==> config.mk <==
export PLATFORM = sky130hd
export DESIGN_NAME = gps_aided_dead_reckoning_flat
export DESIGN_NICKNAME = d
export VERILOG_FILES = /design/src/design/gpsdr_pkg.sv /design/src/design/gpsdr_if.sv /design/src/design/gpsdr_regs.sv /design/src/design/gpsdr_core.sv /design/src/design/gps_aided_dead_reckoning.sv /design/src/flat_wrapper.sv
export SDC_FILE = /design/constraint.sdc
export NUM_CORES = 2
export LEC_CHECK = 0
export CORE_MARGIN = 1.5
export CORE_UTILIZATION = 35
export DETAILED_ROUTE_END_ITERATION = 8
export DONT_BUFFER_PORTS = 1
export PLACE_DENSITY = 0.58
export SYNTH_ARGS = -nofsm -noshare
export SYNTH_HDL_FRONTEND = slang
export SYNTH_SLANG_ARGS = --single-unit
==> constraint.sdc <==
create_clock -name clk -period 8.1 [get_ports clk]
set_input_delay 1.215 -clock clk [delete_from_list [all_inputs] [get_ports clk]]
set_output_delay 1.215 -clock clk [all_outputs]
set_load 0.05 [all_outputs]
==> src/design/gpsdr_pkg.sv <==
// gpsdr_pkg: types, register map and constants of the gps aided dead reckoning block
// used by the register file, the core and the top level
`default_nettype none

package gpsdr_pkg;

  // number of axes and the width of an axis index
  localparam int NUM_AXES = 3;
  localparam int AXIS_W   = 2;

  // apb address and data widths
  localparam int PADDR_W = 4;
  localparam int PDATA_W = 32;

  // register reset values
  localparam logic signed [15:0] ACCEL_GAIN_RST  = 16'sd3;
  localparam logic signed [15:0] VEL_GAIN_RST    = 16'sd262;
  localparam logic signed [15:0] FILTER_GAIN_RST = 16'sd655;
  localparam logic [7:0]         CORR_PERIOD_RST = 8'd14;

  // register indexes (byte address is 4 times the index)
  typedef enum logic [1:0] {
    REG_ACCEL_GAIN  = 2'd0,
    REG_VEL_GAIN    = 2'd1,
    REG_FILTER_GAIN = 2'd2,
    REG_CORR_PERIOD = 2'd3
  } reg_idx_t;

  // configuration as seen by the core
  typedef struct packed {
    logic signed [15:0] accel_gain;
    logic signed [15:0] velocity_gain;
    logic signed [15:0] filter_gain;
    logic [7:0]         correction_period;
  } cfg_t;

  // one input tick
  typedef struct packed {
    logic               enable;
    logic signed [15:0] accel_x;
    logic signed [15:0] accel_y;
    logic signed [15:0] accel_z;
    logic               gps_valid;
    logic               correction_request;
    logic signed [15:0] gps_pos_x;
    logic signed [15:0] gps_pos_y;
    logic signed [15:0] gps_pos_z;
    logic signed [15:0] gps_vel_x;
    logic signed [15:0] gps_vel_y;
    logic signed [15:0] gps_vel_z;
  } tick_t;

  // one result
  typedef struct packed {
    logic signed [15:0] est_pos_x;
    logic signed [15:0] est_pos_y;
    logic signed [15:0] est_pos_z;
    logic signed [15:0] est_vel_x;
    logic signed [15:0] est_vel_y;
    logic signed [15:0] est_vel_z;
    logic               gps_lost;
    logic               request_taken;
  } est_t;

  // handshake between top level and core
  typedef struct packed {
    logic start;
    logic ack;
  } core_ctl_t;

  // core sequencer states, one-hot
  typedef enum logic [9:0] {
    ST_IDLE  = 10'b00_0000_0001,
    ST_READ  = 10'b00_0000_0010,
    ST_MUL_A = 10'b00_0000_0100,
    ST_ADD_A = 10'b00_0000_1000,
    ST_MUL_V = 10'b00_0001_0000,
    ST_ADD_V = 10'b00_0010_0000,
    ST_COR_V = 10'b00_0100_0000,
    ST_COR_P = 10'b00_1000_0000,
    ST_WRITE = 10'b01_0000_0000,
    ST_DONE  = 10'b10_0000_0000
  } state_t;

endpackage

`default_nettype wire

==> src/design/gpsdr_if.sv <==
// gpsdr_tick_if and gpsdr_est_if: valid/ready channels for ticks and results
// no dependencies
`default_nettype none

interface gpsdr_tick_if;
  logic               valid;
  logic               ready;
  logic               enable;
  logic signed [15:0] accel_x;
  logic signed [15:0] accel_y;
  logic signed [15:0] accel_z;
  logic               gps_valid;
  logic               correction_request;
  logic signed [15:0] gps_pos_x;
  logic signed [15:0] gps_pos_y;
  logic signed [15:0] gps_pos_z;
  logic signed [15:0] gps_vel_x;
  logic signed [15:0] gps_vel_y;
  logic signed [15:0] gps_vel_z;

  modport source (
    output valid, enable, accel_x, accel_y, accel_z, gps_valid, correction_request,
           gps_pos_x, gps_pos_y, gps_pos_z, gps_vel_x, gps_vel_y, gps_vel_z,
    input  ready
  );
  modport sink (
    input  valid, enable, accel_x, accel_y, accel_z, gps_valid, correction_request,
           gps_pos_x, gps_pos_y, gps_pos_z, gps_vel_x, gps_vel_y, gps_vel_z,
    output ready
  );
endinterface

interface gpsdr_est_if;
  logic               valid;
  logic               ready;
  logic signed [15:0] est_pos_x;
  logic signed [15:0] est_pos_y;
  logic signed [15:0] est_pos_z;
  logic signed [15:0] est_vel_x;
  logic signed [15:0] est_vel_y;
  logic signed [15:0] est_vel_z;
  logic               gps_lost;
  logic               request_taken;

  modport source (
    output valid, est_pos_x, est_pos_y, est_pos_z, est_vel_x, est_vel_y, est_vel_z,
           gps_lost, request_taken,
    input  ready
  );
  modport sink (
    input  valid, est_pos_x, est_pos_y, est_pos_z, est_vel_x, est_vel_y, est_vel_z,
           gps_lost, request_taken,
    output ready
  );
endinterface

`default_nettype wire

==> src/design/gpsdr_regs.sv <==
// gpsdr_regs: apb register file holding the gains and the correction period
// depends on gpsdr_pkg
`default_nettype none

module gpsdr_regs
  import gpsdr_pkg::*;
(
  input  logic               clk,
  input  logic               rst,
  input  logic               psel,
  input  logic               penable,
  input  logic               pwrite,
  input  logic [PADDR_W-1:0] paddr,
  input  logic [PDATA_W-1:0] pwdata,
  output logic [PDATA_W-1:0] prdata,
  output logic               pready,
  output cfg_t               cfg
);

  logic     wr_en;
  reg_idx_t idx;

  assign pready = 1'b1;
  assign wr_en  = psel & penable & pwrite;
  assign idx    = reg_idx_t'(paddr[PADDR_W-1:2]);

  // register writes on the access cycle
  always_ff @(posedge clk) begin
    if (rst) begin
      cfg.accel_gain        <= ACCEL_GAIN_RST;
      cfg.velocity_gain     <= VEL_GAIN_RST;
      cfg.filter_gain       <= FILTER_GAIN_RST;
      cfg.correction_period <= CORR_PERIOD_RST;
    end else if (wr_en) begin
      case (idx)
        REG_ACCEL_GAIN:  cfg.accel_gain        <= pwdata[15:0];
        REG_VEL_GAIN:    cfg.velocity_gain     <= pwdata[15:0];
        REG_FILTER_GAIN: cfg.filter_gain       <= pwdata[15:0];
        REG_CORR_PERIOD: cfg.correction_period <= pwdata[7:0];
        default: ;
      endcase
    end
  end

  // read mux, gains sign extended
  always_comb begin
    case (idx)
      REG_ACCEL_GAIN:  prdata = PDATA_W'(cfg.accel_gain);
      REG_VEL_GAIN:    prdata = PDATA_W'(cfg.velocity_gain);
      REG_FILTER_GAIN: prdata = PDATA_W'(cfg.filter_gain);
      REG_CORR_PERIOD: prdata = {{(PDATA_W-8){1'b0}}, cfg.correction_period};
      default:         prdata = '0;
    endcase
  end

endmodule

`default_nettype wire

==> src/design/gpsdr_core.sv <==
// gpsdr_core: accumulator and error memories, shared multiplier and the per-axis sequencer
// depends on gpsdr_pkg
`default_nettype none

module gpsdr_core
  import gpsdr_pkg::*;
(
  input  logic      clk,
  input  logic      rst,
  input  cfg_t      cfg,
  input  tick_t     item,
  input  core_ctl_t ctl,
  output logic      done,
  output est_t      res
);

  state_t state;
  logic [AXIS_W-1:0] axis;
  logic [7:0] countdown;
  logic [NUM_AXES-1:0] acc_valid;
  logic [NUM_AXES-1:0] err_valid;
  logic corr;
  logic take;
  logic lost;

  // state memories: {velocity, position} and {velocity error, position error}
  logic [63:0] acc_mem [NUM_AXES];
  logic [31:0] err_mem [NUM_AXES];
  logic [63:0] acc_rd;
  logic [31:0] err_rd;
  logic rd_acc_valid;
  logic rd_err_valid;

  // working registers for the axis in flight
  logic [31:0] vel;
  logic [31:0] pos;
  logic signed [15:0] verr;
  logic signed [15:0] perr;
  logic signed [31:0] prod;
  logic signed [31:0] prod_sar;
  logic signed [15:0] est_pos [NUM_AXES];
  logic signed [15:0] est_vel [NUM_AXES];

  // shared multiplier
  logic signed [15:0] mul_a;
  logic signed [15:0] mul_b;
  logic signed [31:0] mul_p;

  // per-axis selections from the tick
  logic signed [15:0] accel_sel;
  logic signed [15:0] gps_pos_sel;
  logic signed [15:0] gps_vel_sel;
  logic [15:0] verr_new;
  logic [15:0] perr_new;
  logic last_axis;

  assign done      = (state == ST_DONE);
  assign last_axis = (axis == AXIS_W'(NUM_AXES - 1));
  assign prod_sar  = prod >>> 4;
  assign mul_p     = mul_a * mul_b;
  assign verr_new  = gps_vel_sel - vel[31:16];
  assign perr_new  = gps_pos_sel - pos[31:16];

  always_comb begin
    case (axis)
      2'd0: begin
        accel_sel   = item.accel_x;
        gps_pos_sel = item.gps_pos_x;
        gps_vel_sel = item.gps_vel_x;
      end
      2'd1: begin
        accel_sel   = item.accel_y;
        gps_pos_sel = item.gps_pos_y;
        gps_vel_sel = item.gps_vel_y;
      end
      default: begin
        accel_sel   = item.accel_z;
        gps_pos_sel = item.gps_pos_z;
        gps_vel_sel = item.gps_vel_z;
      end
    endcase
  end

  // multiplier operands by step
  always_comb begin
    case (state)
      ST_MUL_A: begin
        mul_a = cfg.accel_gain;
        mul_b = accel_sel;
      end
      ST_MUL_V: begin
        mul_a = cfg.velocity_gain;
        mul_b = $signed(vel[31:16]);
      end
      ST_COR_V: begin
        mul_a = cfg.filter_gain;
        mul_b = perr;
      end
      default: begin
        mul_a = cfg.filter_gain;
        mul_b = verr;
      end
    endcase
  end

  // sequencer, countdown and valid bits
  always_ff @(posedge clk) begin
    if (rst) begin
      state     <= ST_IDLE;
      axis      <= '0;
      countdown <= CORR_PERIOD_RST;
      acc_valid <= '0;
      err_valid <= '0;
      corr      <= 1'b0;
      take      <= 1'b0;
      lost      <= 1'b0;
    end else begin
      case (state)
        ST_IDLE: begin
          if (ctl.start) begin
            axis <= '0;
            if (!item.enable) begin
              // disabled tick: accumulators read as zero from now on
              acc_valid <= '0;
              lost      <= 1'b0;
              take      <= 1'b0;
              state     <= ST_DONE;
            end else begin
              corr  <= (countdown != 8'd0);
              lost  <= (countdown == 8'd0);
              take  <= item.gps_valid & item.correction_request;
              state <= ST_READ;
              if (item.gps_valid & item.correction_request) begin
                countdown <= cfg.correction_period;
              end else if (countdown != 8'd0) begin
                countdown <= countdown - 8'd1;
              end
            end
          end
        end
        ST_READ:  state <= ST_MUL_A;
        ST_MUL_A: state <= ST_ADD_A;
        ST_ADD_A: state <= ST_MUL_V;
        ST_MUL_V: state <= ST_ADD_V;
        ST_ADD_V: state <= corr ? ST_COR_V : ST_WRITE;
        ST_COR_V: state <= ST_COR_P;
        ST_COR_P: state <= ST_WRITE;
        ST_WRITE: begin
          acc_valid[axis] <= 1'b1;
          if (take) begin
            err_valid[axis] <= 1'b1;
          end
          if (last_axis) begin
            state <= ST_DONE;
          end else begin
            axis  <= axis + AXIS_W'(1);
            state <= ST_READ;
          end
        end
        ST_DONE: begin
          if (ctl.ack) begin
            state <= ST_IDLE;
          end
        end
        default: state <= ST_IDLE;
      endcase
    end
  end

  // memories and datapath; one axis is read, updated and written back before the next read
  always_ff @(posedge clk) begin
    case (state)
      ST_IDLE: begin
        if (ctl.start && !item.enable) begin
          for (int i = 0; i < NUM_AXES; i++) begin
            est_pos[i] <= '0;
            est_vel[i] <= '0;
          end
        end
      end
      ST_READ: begin
        acc_rd       <= acc_mem[axis];
        err_rd       <= err_mem[axis];
        rd_acc_valid <= acc_valid[axis];
        rd_err_valid <= err_valid[axis];
      end
      ST_MUL_A: begin
        vel  <= rd_acc_valid ? acc_rd[63:32] : '0;
        pos  <= rd_acc_valid ? acc_rd[31:0]  : '0;
        verr <= rd_err_valid ? $signed(err_rd[31:16]) : '0;
        perr <= rd_err_valid ? $signed(err_rd[15:0])  : '0;
        prod <= mul_p;
      end
      ST_ADD_A: vel <= vel + prod;
      ST_MUL_V: prod <= mul_p;
      ST_ADD_V: begin
        pos  <= pos + prod_sar;
        prod <= mul_p;
      end
      ST_COR_V: begin
        vel  <= vel + prod;
        prod <= mul_p;
      end
      ST_COR_P: pos <= pos + prod;
      ST_WRITE: begin
        acc_mem[axis] <= {vel, pos};
        if (take) begin
          err_mem[axis] <= {verr_new, perr_new};
        end
        est_pos[axis] <= pos[31:16];
        est_vel[axis] <= vel[31:16];
      end
      default: ;
    endcase
  end

  // result assembly
  always_comb begin
    res.est_pos_x     = est_pos[0];
    res.est_pos_y     = est_pos[1];
    res.est_pos_z     = est_pos[2];
    res.est_vel_x     = est_vel[0];
    res.est_vel_y     = est_vel[1];
    res.est_vel_z     = est_vel[2];
    res.gps_lost      = lost;
    res.request_taken = take;
  end

endmodule

`default_nettype wire

==> src/design/gps_aided_dead_reckoning.sv <==
// gps_aided_dead_reckoning: top level with tick capture, result register and apb registers
// depends on gpsdr_pkg, gpsdr_if, gpsdr_regs and gpsdr_core
//
//  channel    dir  flow        payload
//  tick       in   valid/ready enable, accel_x/y/z, gps_valid, correction_request, gps_pos/vel
//  estimate   out  valid/ready est_pos_x/y/z, est_vel_x/y/z, gps_lost, request_taken
//  apb        in   psel/penable registers accel_gain, velocity_gain, filter_gain, period
//
// an enabled tick is handled one axis after another, six steps per axis, eight while a
// correction runs, through the one shared 16x16 multiplier and memory port
// a disabled tick goes straight to the done step; a new tick is taken once its result is in the output register
// a stalled output holds the core in its done step; rst is synchronous and clears the control state only
`default_nettype none

module gps_aided_dead_reckoning
  import gpsdr_pkg::*;
(
  input  logic               clk,
  input  logic               rst,
  gpsdr_tick_if.sink         tick,
  gpsdr_est_if.source        estimate,
  input  logic               psel,
  input  logic               penable,
  input  logic               pwrite,
  input  logic [PADDR_W-1:0] paddr,
  input  logic [PDATA_W-1:0] pwdata,
  output logic [PDATA_W-1:0] prdata,
  output logic               pready
);

  cfg_t      cfg;
  tick_t     item;
  est_t      res;
  est_t      out_data;
  core_ctl_t ctl;
  logic      busy;
  logic      start;
  logic      out_valid;
  logic      core_done;
  logic      tick_xfer;

  gpsdr_regs u_regs (
    .clk     (clk),
    .rst     (rst),
    .psel    (psel),
    .penable (penable),
    .pwrite  (pwrite),
    .paddr   (paddr),
    .pwdata  (pwdata),
    .prdata  (prdata),
    .pready  (pready),
    .cfg     (cfg)
  );

  gpsdr_core u_core (
    .clk  (clk),
    .rst  (rst),
    .cfg  (cfg),
    .item (item),
    .ctl  (ctl),
    .done (core_done),
    .res  (res)
  );

  // no tick is taken while in reset
  assign tick.ready = ~busy & ~rst;
  assign tick_xfer  = tick.valid & tick.ready;
  assign ctl.start  = start;
  assign ctl.ack    = core_done & (~out_valid | estimate.ready);

  // tick capture
  always_ff @(posedge clk) begin
    if (tick_xfer) begin
      item.enable             <= tick.enable;
      item.accel_x            <= tick.accel_x;
      item.accel_y            <= tick.accel_y;
      item.accel_z            <= tick.accel_z;
      item.gps_valid          <= tick.gps_valid;
      item.correction_request <= tick.correction_request;
      item.gps_pos_x          <= tick.gps_pos_x;
      item.gps_pos_y          <= tick.gps_pos_y;
      item.gps_pos_z          <= tick.gps_pos_z;
      item.gps_vel_x          <= tick.gps_vel_x;
      item.gps_vel_y          <= tick.gps_vel_y;
      item.gps_vel_z          <= tick.gps_vel_z;
    end
  end

  // busy from tick transfer until the result moves to the output register
  always_ff @(posedge clk) begin
    if (rst) begin
      busy      <= 1'b0;
      start     <= 1'b0;
      out_valid <= 1'b0;
    end else begin
      start <= tick_xfer;
      if (tick_xfer) begin
        busy <= 1'b1;
      end else if (ctl.ack) begin
        busy <= 1'b0;
      end
      if (ctl.ack) begin
        out_valid <= 1'b1;
      end else if (estimate.ready) begin
        out_valid <= 1'b0;
      end
    end
  end

  // output register
  always_ff @(posedge clk) begin
    if (ctl.ack) begin
      out_data <= res;
    end
  end

  assign estimate.valid         = out_valid;
  assign estimate.est_pos_x     = out_data.est_pos_x;
  assign estimate.est_pos_y     = out_data.est_pos_y;
  assign estimate.est_pos_z     = out_data.est_pos_z;
  assign estimate.est_vel_x     = out_data.est_vel_x;
  assign estimate.est_vel_y     = out_data.est_vel_y;
  assign estimate.est_vel_z     = out_data.est_vel_z;
  assign estimate.gps_lost      = out_data.gps_lost;
  assign estimate.request_taken = out_data.request_taken;

  // a result only leaves the core for a tick in flight
  a_ack_busy: assert property (@(posedge clk) disable iff (rst) ctl.ack |-> busy)
    else $error("core result without a tick in flight");

  // output register fills only from a core handoff
  a_out_from_ack: assert property (@(posedge clk) disable iff (rst)
    $rose(out_valid) |-> $past(ctl.ack))
    else $error("output valid without core handoff");

  // the core is never done in a cycle in which start is high
  a_start_not_done: assert property (@(posedge clk) disable iff (rst)
    start |-> !core_done)
    else $error("core done while starting");

endmodule

`default_nettype wire
==> src/flat_wrapper.sv <==
// flat-port wrapper written by rule: the top's interface ports become plain ports
module gps_aided_dead_reckoning_flat import gpsdr_pkg::*;
  (clk, rst, psel, penable, pwrite, paddr, pwdata, prdata, pready, tick_valid, tick_enable, tick_accel_x, tick_accel_y, tick_accel_z, tick_gps_valid, tick_correction_request, tick_gps_pos_x, tick_gps_pos_y, tick_gps_pos_z, tick_gps_vel_x, tick_gps_vel_y, tick_gps_vel_z, tick_ready, estimate_valid, estimate_est_pos_x, estimate_est_pos_y, estimate_est_pos_z, estimate_est_vel_x, estimate_est_vel_y, estimate_est_vel_z, estimate_gps_lost, estimate_request_taken, estimate_ready);
  gpsdr_tick_if tick_i ();
  gpsdr_est_if estimate_i ();
  input  logic clk;
  input  logic rst;
  input  logic psel;
  input  logic penable;
  input  logic pwrite;
  input  logic [PADDR_W-1:0] paddr;
  input  logic [PDATA_W-1:0] pwdata;
  output logic [PDATA_W-1:0] prdata;
  output logic pready;
  input wire logic [$bits(tick_i.valid)-1:0] tick_valid;
  input wire logic [$bits(tick_i.enable)-1:0] tick_enable;
  input wire logic [$bits(tick_i.accel_x)-1:0] tick_accel_x;
  input wire logic [$bits(tick_i.accel_y)-1:0] tick_accel_y;
  input wire logic [$bits(tick_i.accel_z)-1:0] tick_accel_z;
  input wire logic [$bits(tick_i.gps_valid)-1:0] tick_gps_valid;
  input wire logic [$bits(tick_i.correction_request)-1:0] tick_correction_request;
  input wire logic [$bits(tick_i.gps_pos_x)-1:0] tick_gps_pos_x;
  input wire logic [$bits(tick_i.gps_pos_y)-1:0] tick_gps_pos_y;
  input wire logic [$bits(tick_i.gps_pos_z)-1:0] tick_gps_pos_z;
  input wire logic [$bits(tick_i.gps_vel_x)-1:0] tick_gps_vel_x;
  input wire logic [$bits(tick_i.gps_vel_y)-1:0] tick_gps_vel_y;
  input wire logic [$bits(tick_i.gps_vel_z)-1:0] tick_gps_vel_z;
  output wire logic [$bits(tick_i.ready)-1:0] tick_ready;
  output wire logic [$bits(estimate_i.valid)-1:0] estimate_valid;
  output wire logic [$bits(estimate_i.est_pos_x)-1:0] estimate_est_pos_x;
  output wire logic [$bits(estimate_i.est_pos_y)-1:0] estimate_est_pos_y;
  output wire logic [$bits(estimate_i.est_pos_z)-1:0] estimate_est_pos_z;
  output wire logic [$bits(estimate_i.est_vel_x)-1:0] estimate_est_vel_x;
  output wire logic [$bits(estimate_i.est_vel_y)-1:0] estimate_est_vel_y;
  output wire logic [$bits(estimate_i.est_vel_z)-1:0] estimate_est_vel_z;
  output wire logic [$bits(estimate_i.gps_lost)-1:0] estimate_gps_lost;
  output wire logic [$bits(estimate_i.request_taken)-1:0] estimate_request_taken;
  input wire logic [$bits(estimate_i.ready)-1:0] estimate_ready;
  assign tick_i.valid = tick_valid;
  assign tick_i.enable = tick_enable;
  assign tick_i.accel_x = tick_accel_x;
  assign tick_i.accel_y = tick_accel_y;
  assign tick_i.accel_z = tick_accel_z;
  assign tick_i.gps_valid = tick_gps_valid;
  assign tick_i.correction_request = tick_correction_request;
  assign tick_i.gps_pos_x = tick_gps_pos_x;
  assign tick_i.gps_pos_y = tick_gps_pos_y;
  assign tick_i.gps_pos_z = tick_gps_pos_z;
  assign tick_i.gps_vel_x = tick_gps_vel_x;
  assign tick_i.gps_vel_y = tick_gps_vel_y;
  assign tick_i.gps_vel_z = tick_gps_vel_z;
  assign tick_ready = tick_i.ready;
  assign estimate_valid = estimate_i.valid;
  assign estimate_est_pos_x = estimate_i.est_pos_x;
  assign estimate_est_pos_y = estimate_i.est_pos_y;
  assign estimate_est_pos_z = estimate_i.est_pos_z;
  assign estimate_est_vel_x = estimate_i.est_vel_x;
  assign estimate_est_vel_y = estimate_i.est_vel_y;
  assign estimate_est_vel_z = estimate_i.est_vel_z;
  assign estimate_gps_lost = estimate_i.gps_lost;
  assign estimate_request_taken = estimate_i.request_taken;
  assign estimate_i.ready = estimate_ready;
  gps_aided_dead_reckoning u_core (.clk(clk), .rst(rst), .tick(tick_i), .estimate(estimate_i), .psel(psel), .penable(penable), .pwrite(pwrite), .paddr(paddr), .pwdata(pwdata), .prdata(prdata), .pready(pready));
endmodule
* Yosys cells after proc, flatten, opt, wreduce, memory -nomap -nowiden *
Memories as Yosys holds them, arrays and structs flattened. A register that Yosys moved wholly into a read port is not among the register bits.
Index checks and enable logic that the tools add are counted.

storage, ports and cells
  memories = 4
  bits of input ports = 190
  RAM bits = 384
  logic and storage cells = 159
  output and inout bits = 133
  register bits after elaboration = 367

memories
  name                   depth  bits a word  rd ports  clocked after memory_dff  wr ports  RTL line          source
  u_core.u_core.acc_mem  3      64           1         1                         1         gpsdr_core.sv:27  logic [63:0] acc_mem [NUM_AXES];
  u_core.u_core.err_mem  3      32           1         1                         1         gpsdr_core.sv:28  logic [31:0] err_mem [NUM_AXES];
  u_core.u_core.est_pos  3      16           3         3                         3         gpsdr_core.sv:41  logic signed [15:0] est_pos [NUM_AXES];
  u_core.u_core.est_vel  3      16           3         3                         3         gpsdr_core.sv:42  logic signed [15:0] est_vel [NUM_AXES];

operators by class
  eq/ne operators = 19
  reduce and logical (&&, ||, !) cells = 28
  $mul = 1
  bitwise operators = 12
  $lt $le $gt $ge = 2
  $add $sub $neg = 7
  multiplexer cells = 50

operator list
  kind                                                              count
  16-bit one-hot mux with 2 select lines                            4
  32-bit one-hot mux with 4 select lines                            1
  10-bit one-hot mux with 10 select lines                           1
  32-bit adder                                                      3
  32-bit one-hot mux with 3 select lines                            1
  32-bit two-way mux                                                2
  32-bit one-hot mux with 2 select lines                            1
  16-bit one-hot mux with 3 select lines                            1
  10-bit two-way mux                                                4
  16-bit by 16-bit multiplier with 32-bit output                    1
  16-bit two-way mux                                                2
  16-bit OR reduction                                               2
  16-bit subtractor                                                 2
  1-bit two-way mux                                                 19
  8-bit two-way mux                                                 2
  2-bit AND reduction                                               7
  10-bit by 1-bit == test with 1-bit output, second input constant  1
  10-bit == test, second input constant                             1
  10-bit by 2-bit == test with 1-bit output, second input constant  1
  10-bit by 3-bit == test with 1-bit output, second input constant  1
  10-bit by 4-bit == test with 1-bit output, second input constant  1
  10-bit by 5-bit == test with 1-bit output, second input constant  1
  10-bit by 6-bit == test with 1-bit output, second input constant  1
  10-bit by 7-bit == test with 1-bit output, second input constant  1
  32 further kinds                                                  58

* Logic depth before layout (Yosys ltp) *
  word-level depth = 6
  gate-level depth with buffers = 37
  mapped depth without buffers = 31

* By module *
From an unflattened synthesis, not the netlist that was laid out.

unflattened totals
  cells, all modules = 4041
  area total of the unflattened synthesis = 49855.3 um^2

by module, submodules not included
  module                    times used  sequential area each (um^2)  cells each  area each (um^2)
  gpsdr_core                1           18898.1                      3518        39583.0
  gps_aided_dead_reckoning  1           7417.1                       257         7482.2
  gpsdr_regs                1           1121.1                       266         2790.2

* Worst setup path after synthesis *
Ideal clock, no wire load.

  path kind = reg-to-reg
  start = reg u_core.u_core.state[7]
  end = reg u_core.u_core.acc_rd[0] (read register of u_core.u_core.acc_mem) (enable)
  period minus slack after synthesis = 8.940 ns
  setup slack = -0.840 ns
  buffers on the path = 1
  library setup time = 0.699 ns
  stages on the path, launching flop included = 6
  arrival time = 8.241 ns
  cell sequence = dfxtp_1 -> clkbuf_1 -> nor2_1 -> nand3_1 -> or3_1 -> nor3b_1

between the ends
  word-level cells in the longest chain between the ends = 1

ends and longest elaborated chain
  what                                       RTL line           source
  start: declaration                         gpsdr_core.sv:17   state_t state;
  start signal: assignment                   gpsdr_core.sv:145  ST_ADD_V: state <= corr ? ST_COR_V : ST_WRITE;
  10-bit by 2-bit == test with 1-bit output  gpsdr_core.sv:172  case (state)
  end: declaration                           gpsdr_core.sv:29   logic [63:0] acc_rd;

Every way passes these cells.
A chain may end at the register's enable or synchronous reset.

* Worst setup path after layout *
  start = reg u_core.u_core.state[5]
  end = reg u_core.u_core.prod[25] (data pin)

between the ends
  word-level cells in the longest chain between the ends = 3
  elaborated cells on any way between the ends = 6
  classes of those cells = 1 x mul; 3 x eq/ne; 2 x mux

ends and longest elaborated chain
  what                                                                                                     RTL line           source
  10-bit by 7-bit == test with 1-bit output (tied with other cells)                                        gpsdr_core.sv:86   case (state)
  16-bit one-hot mux with 3 select lines / 16-bit one-hot mux with 2 select lines (equally long branches)  gpsdr_core.sv:86
  16-bit by 16-bit multiplier with 32-bit output *                                                         gpsdr_core.sv:60   assign mul_p = mul_a * mul_b;
  net u_core.u_core.mul_p[25]                                                                              gpsdr_core.sv:47   logic signed [31:0] mul_p;
  end signal: assignment                                                                                   gpsdr_core.sv:192  prod <= mul_p;
  end signal: assignment                                                                                   gpsdr_core.sv:195  ST_MUL_V: prod <= mul_p;
  end signal: assignment                                                                                   gpsdr_core.sv:198  prod <= mul_p;
  end: declaration                                                                                         gpsdr_core.sv:39   logic signed [31:0] prod;

The timed path passes the listed nets; every way through them passes the cells marked *.

==> summary.txt <==
Status
  – Status: finished clean

Clock tree
  – Cts-stage hold buffer count: 0
  – CTS Buffer Depth: 3
  – Reg clk slew, reported paths: 60 ps
  – Root Driver: clkbuf_16
  – TritonCTS buffer count: 97
  – TritonCTS clock tree: yes
  – Clk_lat worst skew: 700 ps
  – H-Tree Depth: 3
  – Num Clock Sinks: 943

Layout
  – Final Util: 0.399
  – Share of layout cells above drive strength 1: 0.0962
  – Commonest non-fill, non-tap cells in the layout: edfxtp_1 (855), nand2_1 (562), inv_1 (350), fa_1 (264), nor2_1 (240)
  – Fin nets: 4772
  – Most common cell after layout, fill and taps aside: edfxtp_1
  – Finished Layout Cells: 6096
  – Synthesis-to-layout area growth: 13.0%

Synthesis
  – Post-synth EDFFs: 855
  – Cell Area, Synth: 49400 um^2
  – Async set-reset flop share out of synthesis: 0
  – Cell variety after synth: 84
  – Post-synthesis average cell area: 12.2 um^2
  – Syn nets: 4694
  – Top cells by area, synth: edfxtp_1 (52%), fa_1 (11%), ha_1 (4.5%)
  – Synth Instances: 4060
  – Sequential element share of the synthesized area: 0.556
  – Yosys reg bits: 943
  – Post-synth top area share: 0.520
  – Synth warn: 0
  – Synth Flop Type: edfxtp_1
  – Largest area contributor in the netlist: edfxtp_1

Power
  – Power per Cell Area: 207 nW/um^2
  – VDD IR max: 0.000210 V
  – Pwr Total: 11500 uW
  – Leak pwr: 0.0211 uW

STA
  – Final hold violations: 0
  – Slew HR: 0.224
  – Final setup fails: 0
  – Worst-Margin Slew: 1160 ps
  – Fmax achieved: 128 MHz
  – Final Slew Violations: 0
  – Crit path time final: 7800 ps
  – Final worst path period share: 0.963
  – Hold Slack: 411 ps
  – Setup WS post-layout: 297 ps
  – Clk_skew: 54.5 ps

Floorplan
  – Initial Utilization: 0.353
  – Die X: 379 um
  – Std-Cell Rows: 137
  – Ports: 323
  – Die ar.: 143000 um^2
  – Core area: 140000 um^2
  – Chip height: 379 um

Placement
  – DP Wirelength: 87700 um
  – GP Congestion: 0.873
  – DP Worst Slack: -239 ps
  – Placed cell count: 5908
  – Port Buffer Count: 0

Detailed routing
  – Routed vias: 30.6k
  – # DRC: 0
  – Final ANT Viol Nets: 0
  – Vias per cell: 5.01
  – WL/cell: 20.4 um
  – Drt pass-1 iters: 5
  – DRT iter0 DRCs: 2175
  – Wirelength, routed: 124000 um

Setup path
  – R2r setup slk: 300 ps
  – CP max FO: 15
  – CP required: 8510 ps
  – Setup CP Type: flip-flop to flip-flop
  – Reg2Reg Depth: 32
  – Critical Path Source: u_core.u_core.state[5]
  – RR Startpoint: u_core.u_core.state[5]
  – Critical path launch point type: flip-flop
  – Crit path arrival time: 8210 ps
  – Critical path's largest stage delay: 540 ps
  – Slowest cell on the critical path: fa_1
  – Critical path endpoint: u_core.u_core.prod[25]
  – CP most frequent cell: fa_1
  – Reg-to-Reg End: u_core.u_core.prod[25]
  – Setup crit end kind: flip-flop

Hold path
  – Hold crit path type: flip-flop to flip-flop

Global routing
  – Global-route wire length before repair: 188000 um
  – Vias in the first global route: 30.4k
  – Total GRT Usage: 0.173
  – Initial antenna violation count: 8
  – Largest net degree at the start of global routing: 199
  – Overflow left after global routing: 0

Flow run
  – Max-Cap Viols: 0
registers in the layout, summed over array words and instances, names as in the netlist, 48 cells and up:
signal and cells:
u_core.u_core.est_vel 48, u_core.u_core.acc_mem 192, u_core.u_core.err_mem 96, u_core.u_regs.cfg 56, u_core.u_core.est_pos 48, u_core.item 147
u_core.u_core.acc_rd 64
power breakdown:
group / switching, uW / internal (uW) / leakage, uW
clock: 1930 / 2530 / 0.00153
combinational: 790 / 571 / 0.0111
sequential: 219 / 5500 / 0.00847
final cells by class:
| class | instances | area, um^2 |
|---|---|---|
| inverters | 351 | 1320 |
| well taps | 1876 | 2350 |
| clock buffers | 121 | 2550 |
| repair buffers | 170 | 1440 |
| flip-flops and latches | 943 | 27400 |
| diodes | 1 | 2.50 |
| multi-input cells | 2575 | 20000 |
| clock inverters | 59 | 607 |
| fillers | 13200 | 83900 |
cell families (layout without fill, tap and decap cells):
kind of cell	count (synthesis)	in the layout	share of synthesized area
and+or+nand+nor	1253	1253	0.117
adders and majority gates	444	444	0.153
muxes	125	125	0.0274
DFF	943	943	0.556
xor gates and xnor gates	117	117	0.0208
other	1	2	0.0000760
AOI/OAI and AO/OA	635	635	0.0810
buffers and inverters	542	701	0.0444
per-stage QoR:
step,TNS (ps),area [um^2]
after global placement,-155,52300
after floorplan,0,49400
final,0,55800
after detailed placement,-502,52300
after global routing,-72.3,55800
after CTS,0,55500
synthesized netlist by cell type, types with 39 or more instances:
master and number:
a21oi_1 150, and3_1 111, xnor2_1 69, and2_1 62, mux2i_1 117, clkbuf_1 122
fa_1 266, a21o_1 39, inv_1 350, nor2_1 243, xor2_1 48, nand2b_1 44
nand3_1 92, a22oi_1 58, dfxtp_1 88, ha_1 178, edfxtp_1 855, o21ai_0 218
nand2_1 562
per-layer routing:
| metal | track usage | wire, um | up-vias |
|---|---|---|---|
| met5 | 0 | 0 | - |
| met4 | 0.0503 | 3030 | 0 |
| met3 | 0.0253 | 6660 | 170 |
| met2 | 0.287 | 60000 | 784 |
| met1 | 0.234 | 54700 | 15300 |
| li1 | - | - | 14300 |
repair_timing:
action | CTS | global route
gates cloned | 1 | 0
gates resized for setup | 8 | 36
setup endpoints to repair | 5 | 11
endpoints found under the hold margin | 0 | 0
buffers inserted | 4 | 2
pin swaps | 1 | 11
worst max-delay path, delay by kind of cell, from the launching register on:
kind            cells  cell delay, ps
fa+ha+maj           7            3200
simple gates       10            1620
compound gates      6            1380
buf+inv             8             910
flops               1             330
xor+xnor            1             120
worst min path at each step:
stage,slack (ps),endpoint,cells after the start,start
3_5_place_dp,400,estimate_est_pos_z[10],0,u_core.u_core.est_pos[2][10]
3_3_place_gp,400,estimate_est_vel_y[9],0,u_core.u_core.est_vel[1][9]
6_report,410,estimate_est_vel_z[0],0,u_core.u_core.est_vel[2][0]
2_1_floorplan,400,estimate_est_pos_x[0],0,u_core.u_core.est_pos[0][0]
5_1_grt,420,estimate_est_vel_x[10],0,u_core.u_core.est_vel[0][10]
4_1_cts,420,estimate_est_vel_y[10],0,u_core.u_core.est_vel[1][10]
No activity file was read; power rests on OpenSTA's default activity.
